$ cat config.mk
export PLATFORM = sky130hd
export DESIGN_NAME = newton_square_root_core
export DESIGN_NICKNAME = d
export VERILOG_FILES = /design/src/rtl/nsr_pkg.sv /design/src/rtl/nsr_serial_mult.sv /design/src/rtl/nsr_serial_div.sv /design/src/rtl/newton_square_root_core.sv
export SDC_FILE = /design/constraint.sdc
export NUM_CORES = 1
export LEC_CHECK = 0
export BUFFER_PORTS_ARGS = -buffer_cell sky130_fd_sc_hd__buf_2
export CORE_ASPECT_RATIO = 1.5
export CORE_MARGIN = 2
export CORE_UTILIZATION = 45
export DETAILED_ROUTE_END_ITERATION = 10
export PLACE_DENSITY_LB_ADDON = 0.15
export SYNTH_ARGS = -nofsm -noshare
export SYNTH_HDL_FRONTEND = slang
export SYNTH_SLANG_ARGS = --single-unit
export TNS_END_PERCENT = 5
$ cat constraint.sdc
create_clock -name aclk -period 4.2 [get_ports aclk]
set_input_delay 0.84 -clock aclk [delete_from_list [all_inputs] [get_ports aclk]]
set_output_delay 0.84 -clock aclk [all_outputs]
set_load 0.03 [all_outputs]
$ cat src/rtl/nsr_pkg.sv
`timescale 1ns / 1ps
// ----------------------------------------------------------------------------
// nsr_pkg
// Shared widths, register map and defaults for the Newton square root core.
// ----------------------------------------------------------------------------
package nsr_pkg;

    // default data path shape: unsigned Q16.16
    localparam int DEFAULT_DATA_WIDTH = 32;
    localparam int DEFAULT_FRAC_BITS  = 16;

    // fixed field widths
    localparam int RADICAND_WIDTH = 32;
    localparam int ROOT_WIDTH     = 32;
    localparam int TOL_WIDTH      = 32;
    localparam int ITER_WIDTH     = 6;

    // configuration port
    localparam int CFG_DATA_WIDTH = 32;
    localparam int CFG_ADDR_WIDTH = 3;

    // register index, taken from paddr bit 2
    typedef enum logic {
        REG_TOLERANCE = 1'b0,
        REG_MAX_ITER  = 1'b1
    } reg_index_t;

    // register reset values
    localparam logic [TOL_WIDTH-1:0]  TOL_RESET      = 32'd1;
    localparam logic [ITER_WIDTH-1:0] MAX_ITER_RESET = 6'd40;

endpackage

$ cat src/rtl/nsr_serial_mult.sv
`timescale 1ns / 1ps
// ----------------------------------------------------------------------------
// nsr_serial_mult
// Shift-add squarer: one multiplier bit per cycle.
// ----------------------------------------------------------------------------
module nsr_serial_mult #(
    parameter int DATA_WIDTH = 32
) (
    input  logic                      aclk,
    input  logic                      aresetn,
    input  logic                      start,
    input  logic [DATA_WIDTH-1:0]     operand,
    output logic                      done,
    output logic [2*DATA_WIDTH-1:0]   product
);

    localparam int CNT_W = $clog2(DATA_WIDTH + 1);

    logic [DATA_WIDTH-1:0]   mcand_reg;
    logic [2*DATA_WIDTH-1:0] prod_reg;
    logic [2*DATA_WIDTH-1:0] prod_next;
    logic [CNT_W-1:0]        cnt_reg;
    logic                    done_reg;
    logic [DATA_WIDTH:0]     sum;

    // add the multiplicand into the upper half when the low bit is set
    always_comb begin
        sum = {1'b0, prod_reg[2*DATA_WIDTH-1:DATA_WIDTH]}
            + (prod_reg[0] ? {1'b0, mcand_reg} : {(DATA_WIDTH+1){1'b0}});
        prod_next = {sum, prod_reg[DATA_WIDTH-1:1]};
    end

    // step counter and done pulse
    always_ff @(posedge aclk) begin
        if (!aresetn) begin
            cnt_reg  <= '0;
            done_reg <= 1'b0;
        end else if (start) begin
            cnt_reg  <= CNT_W'(DATA_WIDTH);
            done_reg <= 1'b0;
        end else begin
            done_reg <= (cnt_reg == CNT_W'(1));
            if (cnt_reg != '0) begin
                cnt_reg <= cnt_reg - CNT_W'(1);
            end
        end
    end

    // product shift register, multiplier held in the low half
    always_ff @(posedge aclk) begin
        if (start) begin
            mcand_reg <= operand;
            prod_reg  <= {{DATA_WIDTH{1'b0}}, operand};
        end else if (cnt_reg != '0) begin
            prod_reg <= prod_next;
        end
    end

    assign done    = done_reg;
    assign product = prod_reg;

endmodule

$ cat src/rtl/nsr_serial_div.sv
`timescale 1ns / 1ps
// ----------------------------------------------------------------------------
// nsr_serial_div
// Restoring divider for (numer << FRAC_BITS) / divisor, one quotient bit per
// cycle, saturating to all ones on overflow or a zero divisor.
// ----------------------------------------------------------------------------
module nsr_serial_div #(
    parameter int DATA_WIDTH = 32,
    parameter int FRAC_BITS  = 16
) (
    input  logic                  aclk,
    input  logic                  aresetn,
    input  logic                  start,
    input  logic [DATA_WIDTH-1:0] numer,
    input  logic [DATA_WIDTH-1:0] divisor,
    output logic                  done,
    output logic [DATA_WIDTH-1:0] quotient
);

    localparam int NUM_W = DATA_WIDTH + FRAC_BITS;
    localparam int CNT_W = $clog2(NUM_W + 1);

    logic [NUM_W-1:0]      num_reg;
    logic [DATA_WIDTH-1:0] div_reg;
    logic [DATA_WIDTH-1:0] rem_reg;
    logic [DATA_WIDTH-1:0] q_reg;
    logic                  over_reg;
    logic [CNT_W-1:0]      cnt_reg;
    logic                  done_reg;
    logic [DATA_WIDTH:0]   rem_shift;
    logic [DATA_WIDTH:0]   rem_diff;
    logic                  q_bit;
    logic [DATA_WIDTH-1:0] rem_next;

    // trial subtract of the divisor from the shifted remainder
    always_comb begin
        rem_shift = {rem_reg, num_reg[NUM_W-1]};
        rem_diff  = rem_shift - {1'b0, div_reg};
        q_bit     = (rem_shift >= {1'b0, div_reg});
        rem_next  = q_bit ? rem_diff[DATA_WIDTH-1:0] : rem_shift[DATA_WIDTH-1:0];
    end

    // step counter and done pulse
    always_ff @(posedge aclk) begin
        if (!aresetn) begin
            cnt_reg  <= '0;
            done_reg <= 1'b0;
        end else if (start) begin
            cnt_reg  <= CNT_W'(NUM_W);
            done_reg <= 1'b0;
        end else begin
            done_reg <= (cnt_reg == CNT_W'(1));
            if (cnt_reg != '0) begin
                cnt_reg <= cnt_reg - CNT_W'(1);
            end
        end
    end

    // numerator, remainder and quotient shift registers
    always_ff @(posedge aclk) begin
        if (start) begin
            num_reg  <= NUM_W'(numer) << FRAC_BITS;
            div_reg  <= divisor;
            rem_reg  <= '0;
            q_reg    <= '0;
            over_reg <= 1'b0;
        end else if (cnt_reg != '0) begin
            num_reg  <= num_reg << 1;
            rem_reg  <= rem_next;
            q_reg    <= {q_reg[DATA_WIDTH-2:0], q_bit};
            over_reg <= over_reg | q_reg[DATA_WIDTH-1];
        end
    end

    assign done     = done_reg;
    assign quotient = over_reg ? {DATA_WIDTH{1'b1}} : q_reg;

endmodule

$ cat src/rtl/newton_square_root_core.sv
`timescale 1ns / 1ps
// ----------------------------------------------------------------------------
// newton_square_root_core
// Unsigned fixed-point square root by Newton-Raphson iteration.
// ----------------------------------------------------------------------------
// Usage:
//   s_* channel takes one radicand per item (valid/ready); m_* channel returns
//   root, limit_reached and iterations_used as one item.
//   Registers on the APB-style port: tolerance at 0x0, max_iterations at 0x4.
//   Write them only while the core is idle.
// Sequence: the guess starts at 1.0; each convergence check squares the guess
//   in the serial multiplier, followed by the error compare; each Newton update
//   adds the serial divider. With N updates an item takes N + 1 checks and
//   N divides. The default shape is unsigned Q16.16.
// Throughput: one item at a time; the next radicand is taken as soon as the
//   core is back in idle, even while the previous result waits in the output
//   register.
// Reset: aresetn (synchronous, active low) restores the register defaults and
//   empties the output register.
// Stall: a result held by m_ready low stays stable; the core finishes the
//   next item and then waits for the output register to free up.
// ----------------------------------------------------------------------------
module newton_square_root_core
    import nsr_pkg::*;
#(
    parameter int DATA_WIDTH = DEFAULT_DATA_WIDTH,
    parameter int FRAC_BITS  = DEFAULT_FRAC_BITS
) (
    input  logic                      aclk,
    input  logic                      aresetn,
    // input channel
    input  logic                      s_valid,
    output logic                      s_ready,
    input  logic [RADICAND_WIDTH-1:0] s_radicand,
    // result channel
    output logic                      m_valid,
    input  logic                      m_ready,
    output logic [ROOT_WIDTH-1:0]     m_root,
    output logic                      m_limit_reached,
    output logic [ITER_WIDTH-1:0]     m_iterations_used,
    // configuration port
    input  logic                      psel,
    input  logic                      penable,
    input  logic                      pwrite,
    input  logic [CFG_ADDR_WIDTH-1:0] paddr,
    input  logic [CFG_DATA_WIDTH-1:0] pwdata,
    output logic [CFG_DATA_WIDTH-1:0] prdata,
    output logic                      pready
);

    // compare width covers the square, the shifted radicand and tolerance
    localparam int SQ_W  = 2 * DATA_WIDTH;
    localparam int XS_W  = DATA_WIDTH + FRAC_BITS;
    localparam int TS_W  = TOL_WIDTH + FRAC_BITS;
    localparam int CMP_W0 = (SQ_W > XS_W) ? SQ_W : XS_W;
    localparam int CMP_W  = (CMP_W0 > TS_W) ? CMP_W0 : TS_W;

    // starting guess 1.0, saturated when it does not fit
    localparam logic [DATA_WIDTH-1:0] ONE_GUESS = (FRAC_BITS >= DATA_WIDTH)
        ? {DATA_WIDTH{1'b1}}
        : ({{(DATA_WIDTH-1){1'b0}}, 1'b1} << FRAC_BITS);

    typedef enum logic [2:0] {
        ST_IDLE,
        ST_MUL,
        ST_ERR,
        ST_CMP,
        ST_DIV,
        ST_DONE
    } state_t;

    state_t                  state_reg;
    logic [TOL_WIDTH-1:0]    tol_reg;
    logic [ITER_WIDTH-1:0]   max_iter_reg;
    logic [DATA_WIDTH-1:0]   x_reg;
    logic [DATA_WIDTH-1:0]   g_reg;
    logic [ITER_WIDTH-1:0]   used_reg;
    logic                    flag_reg;
    logic [CMP_W-1:0]        err_reg;
    logic                    mul_start_reg;
    logic                    div_start_reg;
    logic                    m_valid_reg;
    logic [ROOT_WIDTH-1:0]   m_root_reg;
    logic                    m_flag_reg;
    logic [ITER_WIDTH-1:0]   m_used_reg;

    logic                    mul_done;
    logic [SQ_W-1:0]         product;
    logic                    div_done;
    logic [DATA_WIDTH-1:0]   quotient;
    logic [CMP_W-1:0]        sq_ext;
    logic [CMP_W-1:0]        target;
    logic [CMP_W-1:0]        tol_shift;
    logic [DATA_WIDTH-1:0]   g_update;
    logic                    cfg_write;
    reg_index_t              cfg_index;

    // guess squarer
    nsr_serial_mult #(
        .DATA_WIDTH (DATA_WIDTH)
    ) u_mult (
        .aclk    (aclk),
        .aresetn (aresetn),
        .start   (mul_start_reg),
        .operand (g_reg),
        .done    (mul_done),
        .product (product)
    );

    // x / guess divider
    nsr_serial_div #(
        .DATA_WIDTH (DATA_WIDTH),
        .FRAC_BITS  (FRAC_BITS)
    ) u_div (
        .aclk     (aclk),
        .aresetn  (aresetn),
        .start    (div_start_reg),
        .numer    (x_reg),
        .divisor  (g_reg),
        .done     (div_done),
        .quotient (quotient)
    );

    // error operands aligned to the square's scale
    always_comb begin
        sq_ext    = CMP_W'(product);
        target    = CMP_W'(x_reg) << FRAC_BITS;
        tol_shift = CMP_W'(tol_reg) << FRAC_BITS;
        g_update  = (quotient >> 1) + (g_reg >> 1)
                  + DATA_WIDTH'(quotient[0] & g_reg[0]);
    end

    // configuration registers
    assign cfg_write = psel & penable & pwrite & pready;
    assign cfg_index = reg_index_t'(paddr[2]);
    assign pready    = 1'b1;

    always_ff @(posedge aclk) begin
        if (!aresetn) begin
            tol_reg      <= TOL_RESET;
            max_iter_reg <= MAX_ITER_RESET;
        end else if (cfg_write) begin
            unique case (cfg_index)
                REG_TOLERANCE: tol_reg      <= pwdata[TOL_WIDTH-1:0];
                REG_MAX_ITER:  max_iter_reg <= pwdata[ITER_WIDTH-1:0];
            endcase
        end
    end

    // register read back
    always_comb begin
        unique case (cfg_index)
            REG_TOLERANCE: prdata = CFG_DATA_WIDTH'(tol_reg);
            REG_MAX_ITER:  prdata = CFG_DATA_WIDTH'(max_iter_reg);
        endcase
    end

    // iteration sequencer and output register
    always_ff @(posedge aclk) begin
        if (!aresetn) begin
            state_reg     <= ST_IDLE;
            mul_start_reg <= 1'b0;
            div_start_reg <= 1'b0;
            m_valid_reg   <= 1'b0;
        end else begin
            mul_start_reg <= 1'b0;
            div_start_reg <= 1'b0;
            // output register drains unless a new item loads in the same cycle
            if (m_valid_reg && m_ready && (state_reg != ST_DONE)) begin
                m_valid_reg <= 1'b0;
            end
            unique case (state_reg)
                ST_IDLE: begin
                    if (s_valid) begin
                        x_reg         <= DATA_WIDTH'(s_radicand);
                        g_reg         <= ONE_GUESS;
                        used_reg      <= '0;
                        mul_start_reg <= 1'b1;
                        state_reg     <= ST_MUL;
                    end
                end
                ST_MUL: begin
                    if (mul_done) begin
                        state_reg <= ST_ERR;
                    end
                end
                ST_ERR: begin
                    err_reg   <= (sq_ext >= target) ? (sq_ext - target)
                                                    : (target - sq_ext);
                    state_reg <= ST_CMP;
                end
                ST_CMP: begin
                    priority if (err_reg < tol_shift) begin
                        flag_reg  <= 1'b0;
                        state_reg <= ST_DONE;
                    end else if (used_reg >= max_iter_reg) begin
                        flag_reg  <= 1'b1;
                        state_reg <= ST_DONE;
                    end else begin
                        div_start_reg <= 1'b1;
                        state_reg     <= ST_DIV;
                    end
                end
                ST_DIV: begin
                    if (div_done) begin
                        g_reg         <= g_update;
                        used_reg      <= used_reg + ITER_WIDTH'(1);
                        mul_start_reg <= 1'b1;
                        state_reg     <= ST_MUL;
                    end
                end
                ST_DONE: begin
                    if (!m_valid_reg || m_ready) begin
                        m_valid_reg <= 1'b1;
                        m_root_reg  <= ROOT_WIDTH'(g_reg);
                        m_flag_reg  <= flag_reg;
                        m_used_reg  <= used_reg;
                        state_reg   <= ST_IDLE;
                    end
                end
            endcase
        end
    end

    assign s_ready           = (state_reg == ST_IDLE);
    assign m_valid           = m_valid_reg;
    assign m_root            = m_root_reg;
    assign m_limit_reached   = m_flag_reg;
    assign m_iterations_used = m_used_reg;

endmodule

After elaboration in Yosys (flattened, before gate mapping)
Index checks and enable logic that the tools add are counted.

storage, ports and cells
  register bits = 457
  bits of input ports = 74
  word-level logic and storage cells = 116

cells by class
  add/sub/neg operators = 9
  magnitude comparators = 4
  eq/ne operators = 12
  multiplexer cells = 34
  bitwise logic cells = 7
  reduce and logical (&&, ||, !) cells = 22

operators with widths
  operator             number
  $mux 32              7
  $pmux 32 s2          2
  $mux 48              2
  $ge 64x48->1         1
  $lt 64x48->1         1
  $mux 64              1
  $sub 48x64->64       1
  $sub 64x48->64       1
  $mux 6               6
  $add 32x32->33       1
  $ge 33x32->1         1
  $add 31x31->32       1
  $add 32x1->32        1
  $sub 32x32->32       1
  $pmux 3 s6           1
  $eq 6x1->1 const B   2
  $mux 3               4
  $pmux 6 s2           1
  $reduce_bool 6->1    2
  $sub 6x1->6 const B  2
  $mux 1               9
  $reduce_and 3->1     3
  $reduce_and 4->1     2
  $reduce_bool 2->1    4
  other kinds (19)     31

Longest topological paths before layout
  depth after elaboration = 5
  gate-level depth with buffers = 14

Cells and area by module
Synthesis repeated with hierarchy kept, for this count alone.

unflattened totals
  cells, all modules = 2811
  area, all modules = 26786.9 um^2

modules (own cells, without submodules)
  module                   instances  cells each  area an instance (um^2)  sequential area each (um^2)
  newton_square_root_core  1          1469        13629.3                  5625.4
  nsr_serial_div           1          795         7477.2                   3363.2
  nsr_serial_mult          1          547         5680.4                   2702.6

Worst setup path after synthesis
Ideal clock, no wire load.

  path type = register to register
  from = register state_reg[2]
  to = register g_reg[0] (enable)
  library setup time = 0.437 ns
  arrival time = 3.311 ns
  slack = 0.451 ns
  stages on the path, launching flop included = 5
  clock period less this slack = 3.749 ns
  cell sequence = dfxtp_1 clkbuf_1 nor3_1 a22oi_1 nor2b_1

between the ends
  cells in the longest elaborated chain, start to end = 3

ends and longest elaborated chain
  what                                                       RTL line                        RTL
  start, declared                                            newton_square_root_core.sv:72   state_t state_reg;
  start signal, assigned                                     newton_square_root_core.sv:161  state_reg <= ST_IDLE;
  start signal, assigned                                     newton_square_root_core.sv:179  state_reg <= ST_MUL;
  start signal, assigned                                     newton_square_root_core.sv:184  state_reg <= ST_ERR;
  $logic_not 3->1 (*)                                        n/a
  via s_ready                                                newton_square_root_core.sv:33   output logic s_ready,
  $ne 2x2->1 (no line) or $reduce_bool 2->1 (tied branches)  n/a
  $reduce_and 4->1 (no line) (*)                             n/a
  end signal, assigned                                       newton_square_root_core.sv:206  g_reg <= g_update;
  end, declared                                              newton_square_root_core.sv:76   logic [DATA_WIDTH-1:0] g_reg;

The timed path passes the listed nets; every way through them passes the cells marked *.
A chain may end at the register's enable or synchronous reset.

Worst setup path in the final report
  from = register u_div.over_reg
  to = register g_reg[24], data pin

between the ends
  cells in the longest elaborated chain, start to end = 5

ends and longest elaborated chain
  what                                           RTL line                                                        RTL
  start, declared                                nsr_serial_div.sv:27                                            logic over_reg;
  start signal, assigned                         nsr_serial_div.sv:71                                            over_reg <= over_reg | q_reg[DATA_WIDTH-1];
  $mux 32 (*)                                    nsr_serial_div.sv:76                                            assign quotient = over_reg ? {DATA_WIDTH{1'b1}} : q_reg;
  $add 31x31->32 or $and 1x1->1 (tied branches)  newton_square_root_core.sv:129, newton_square_root_core.sv:130
  $add 32x1->32 (*)                              newton_square_root_core.sv:130                                  + DATA_WIDTH'(quotient[0] & g_reg[0]);
  $mux 32 (*)                                    newton_square_root_core.sv:205                                  if (div_done) begin
  $pmux 32 s2 (*)                                newton_square_root_core.sv:172                                  unique case (state_reg)

Every way passes the cells marked *; elsewhere a longest branch is shown, timed or not. The select of a mux whose other input is x is not followed.

==> flow_metrics.tcl <==
set metrics [dict create \
    p_clk_share_pct 20.4 \
    skew_ps 17.9 \
    setup-tns-final_ps 0 \
    remaining_drc_errors 0 \
    cp_max_fo 33 \
    cts_made_buffers 47 \
    grt_max_degree 71 \
    cts_hold_buf 0 \
    wl_per_cell_um 20.5 \
    first_pass_iters 5 \
    cts_setup_buffers 0 \
    internal_power_uw 13200 \
    die-area_mm2 0.0601 \
    hold_depth 1 \
    coreArea_mm2 0.0577 \
    startpoint_type "flip-flop" \
    synth-edff-count 286 \
    largest_reg_flops 64 \
    yosysUniqueCellTypes 90 \
    grt_pass1_wl_um 117000 \
    areaGrowthSynthToFinish_pct 13.3 \
    ir_drop_v 0.000437 \
    via_per_inst 5.57 \
    switchingPower_uw 9140 \
    wl_um 75800 \
    slew_violations 0 \
    cts_tree "done" \
    synth_area_mm2 0.0261 \
    outcome "finished, final reports clean" \
    syn_nets 3024 \
    final_cells 3700 \
    grt.total_usage_pct 25.0 \
    initial_core_util_pct 45.3 \
    fin_nets 3172 \
    hold_path_class "input pin to flip-flop" \
    fmax_mhz 259 \
    crit_path_end_kind "flip-flop" \
    port-buffer-count 144 \
    finalSetupViolCount 0 \
    drt-initial-drc-count 1089 \
    final_util_pct 51.3 \
    die_h_um 299 \
    seq_area_frac_synth_pct 44.7 \
    regToRegSetupSlack_ps 350 \
    gp_congestion 0.938 \
    crit_arrival_ps 4130 \
    worstSetupPathType "flip-flop to flip-flop" \
    syn_inst 2745 \
    p_comb_share_pct 49.8 \
    period_share_pct 91.8 \
    cts-root-buf "clkbuf_16" \
    via_count 20600 \
    cts_max_level 2 \
    dp_hpwl_um 58300 \
    clockBufferDepth 3 \
    p_per_area_mw_per_mm2 753 \
    swShare_pct 41.0 \
    crit_required_ps 4480 \
    max-cap-violations 0 \
    slew_headroom_pct 27.3 \
    fillers 5379 \
    avgSynthCellArea_um2 9.52 \
    clk_latency_ps 590 \
    seqPwrFrac_pct 29.9 \
    rsz0062_at_grt "no" \
    finalCriticalPeriod_ps 3850 \
    leakage_uw 0.0121 \
    overflow 0 \
    ys.warnings.count 0 \
    hold_start "s_radicand[9]" \
    min_to "x_reg[9]" \
    num_rows 108 \
    synth_ff_type "edfxtp_1" \
    post_cts_resized 0 \
    worstMarginPinSlew_ps 1090 \
    finalHoldViolCount 0 \
    path_clk_slew_ps 70 \
    first_global_vias 21000 \
    r2r_cells 15 \
    antenna_found_initial 1 \
    ys_ff_latch 441 \
    dp_cells 3614 \
    drive_above_1_share_pct 14.5 \
    fp.dieW_um 201 \
    clock_sinks 441 \
    ant_nets 0 \
    io_pins 148 \
    num_antenna_cells 0 \
    r2r-end "g_reg[24]" \
    r2r-start "u_div.over_reg" \
    async_flop_share_pct 0 \
]
==> power groups by stage <==
stage | clock network, uW | logic [uW] | registers [uW]
finish | 4540 | 11100 | 6670
global route | 4800 | 12300 | 6780
CTS | 4660 | 11100 | 6670
detailed placement | 0 | 11000 | 6750
global placement | 0 | 10900 | 6730
floorplan | 0 | 8070 | 6450
==> cell type report <==
cell class	instances	area (um^2)	share of cell area, %
repair buffers	219	1310	4.42
multi-input cells	1997	13300	44.8
clock buffers	66	1330	4.48
well taps	770	963	3.25
flip-flops and latches	441	11700	39.5
inverters	187	702	2.37
clock inverters	20	352	1.19
==> worst max-delay path, stage by stage (launching register included) <==
cell and delay, ps:
dfxtp_1 320, buf_12 160, or2_2 320, fa_1 440, fa_1 400, a21oi_1 200, nor2_1 90, o21ai_0 220
buf_4 170, a21oi_1 70, buf_4 180, nand4b_1 210, a31o_2 280, a21oi_1 180, xor2_1 210, nor2_1 70
==> metal layers <==
layer	vias to the layer above	GRT usage (%)	routed length, um
met5	-	0	0
met4	0	15.1	4930
met3	173	2.87	2420
met2	471	48.0	40300
met1	9794	26.0	28100
li1	10200	-	-
==> cells in the mapped netlist, types with 15 or more instances <==
cell      number  area [um^2]
xor2_1        46          403
or3_1         23          144
a31oi_1       25          156
a211oi_1      39          293
dfxtp_1      155         3100
o21ai_0      110          551
a311oi_1      19          166
nor2_1       199          747
a21oi_1      244         1220
nand3_1       48          240
nand2_1      331         1240
a21o_1        73          548
clkbuf_1      73          274
edfxtp_1     286         8590
mux2_2        50          563
nor2b_1       24          150
ha_1         200         2500
mux2i_1       15          150
o21bai_1      25          188
xnor2_1       77          674
and2_1        49          307
nor3_1        38          190
inv_1        187          702
nand4_1       33          206
nor4_1        21          131
and3_1        24          150
nand2b_1      17          106
a21boi_0      37          278
o211ai_1      24          180
buf_2         24          120
or2_2         41          257
==> worst max path at each step <==
stage,end,startpoint,slack [ps]
3_5_place_dp,u_mult.product[61],u_mult.product[0],370
3_3_place_gp,u_mult.product[61],u_mult.product[0],420
2_1_floorplan,g_reg[0],state_reg[2],450
5_1_grt,u_mult.product[61],u_mult.product[0],70
6_report,g_reg[24],u_div.over_reg,350
4_1_cts,u_mult.product[61],u_mult.product[0],320
==> through the flow <==
step | total power, uW | hold WS, ps | setup WS [ps] | area, um^2
floorplan | 14500 | 400 | 451 | 26100
global placement | 17600 | 408 | 419 | 27900
detailed placement | 17800 | 443 | 370 | 27900
CTS | 22400 | 389 | 318 | 29600
global route | 23900 | 404 | 68.6 | 29600
finish | 22300 | 424 | 345 | 29600
==> cell usage in the layout, fill, tap and decap left out, drive strengths merged, types with 25 or more instances in the layout <==
master / instances
a21o: 73
and2: 49
ha: 200
edfxtp: 286
mux2: 50
a211oi: 41
xnor2: 77
a21oi: 247
inv: 189
dfxtp: 155
buf: 219
a21boi: 37
nand2: 331
o21bai: 25
o21ai: 124
a31oi: 26
nor2: 200
nand3: 50
nand4: 34
or2: 43
clkbuf: 66
xor2: 46
nor3: 39
==> logic make-up after synthesis <==
| logic type | after synthesis | share of synthesized area (%) |
|---|---|---|
| compound gates | 717 | 17.7 |
| xor+xnor | 123 | 4.12 |
| fa+ha+maj | 205 | 9.95 |
| simple gates | 886 | 16.1 |
| other cells | 1 | 0.0143 |
| mux | 65 | 2.73 |
| buf+inv | 307 | 4.72 |
| flops | 441 | 44.7 |
No activity file was read; power rests on OpenSTA's default activity.
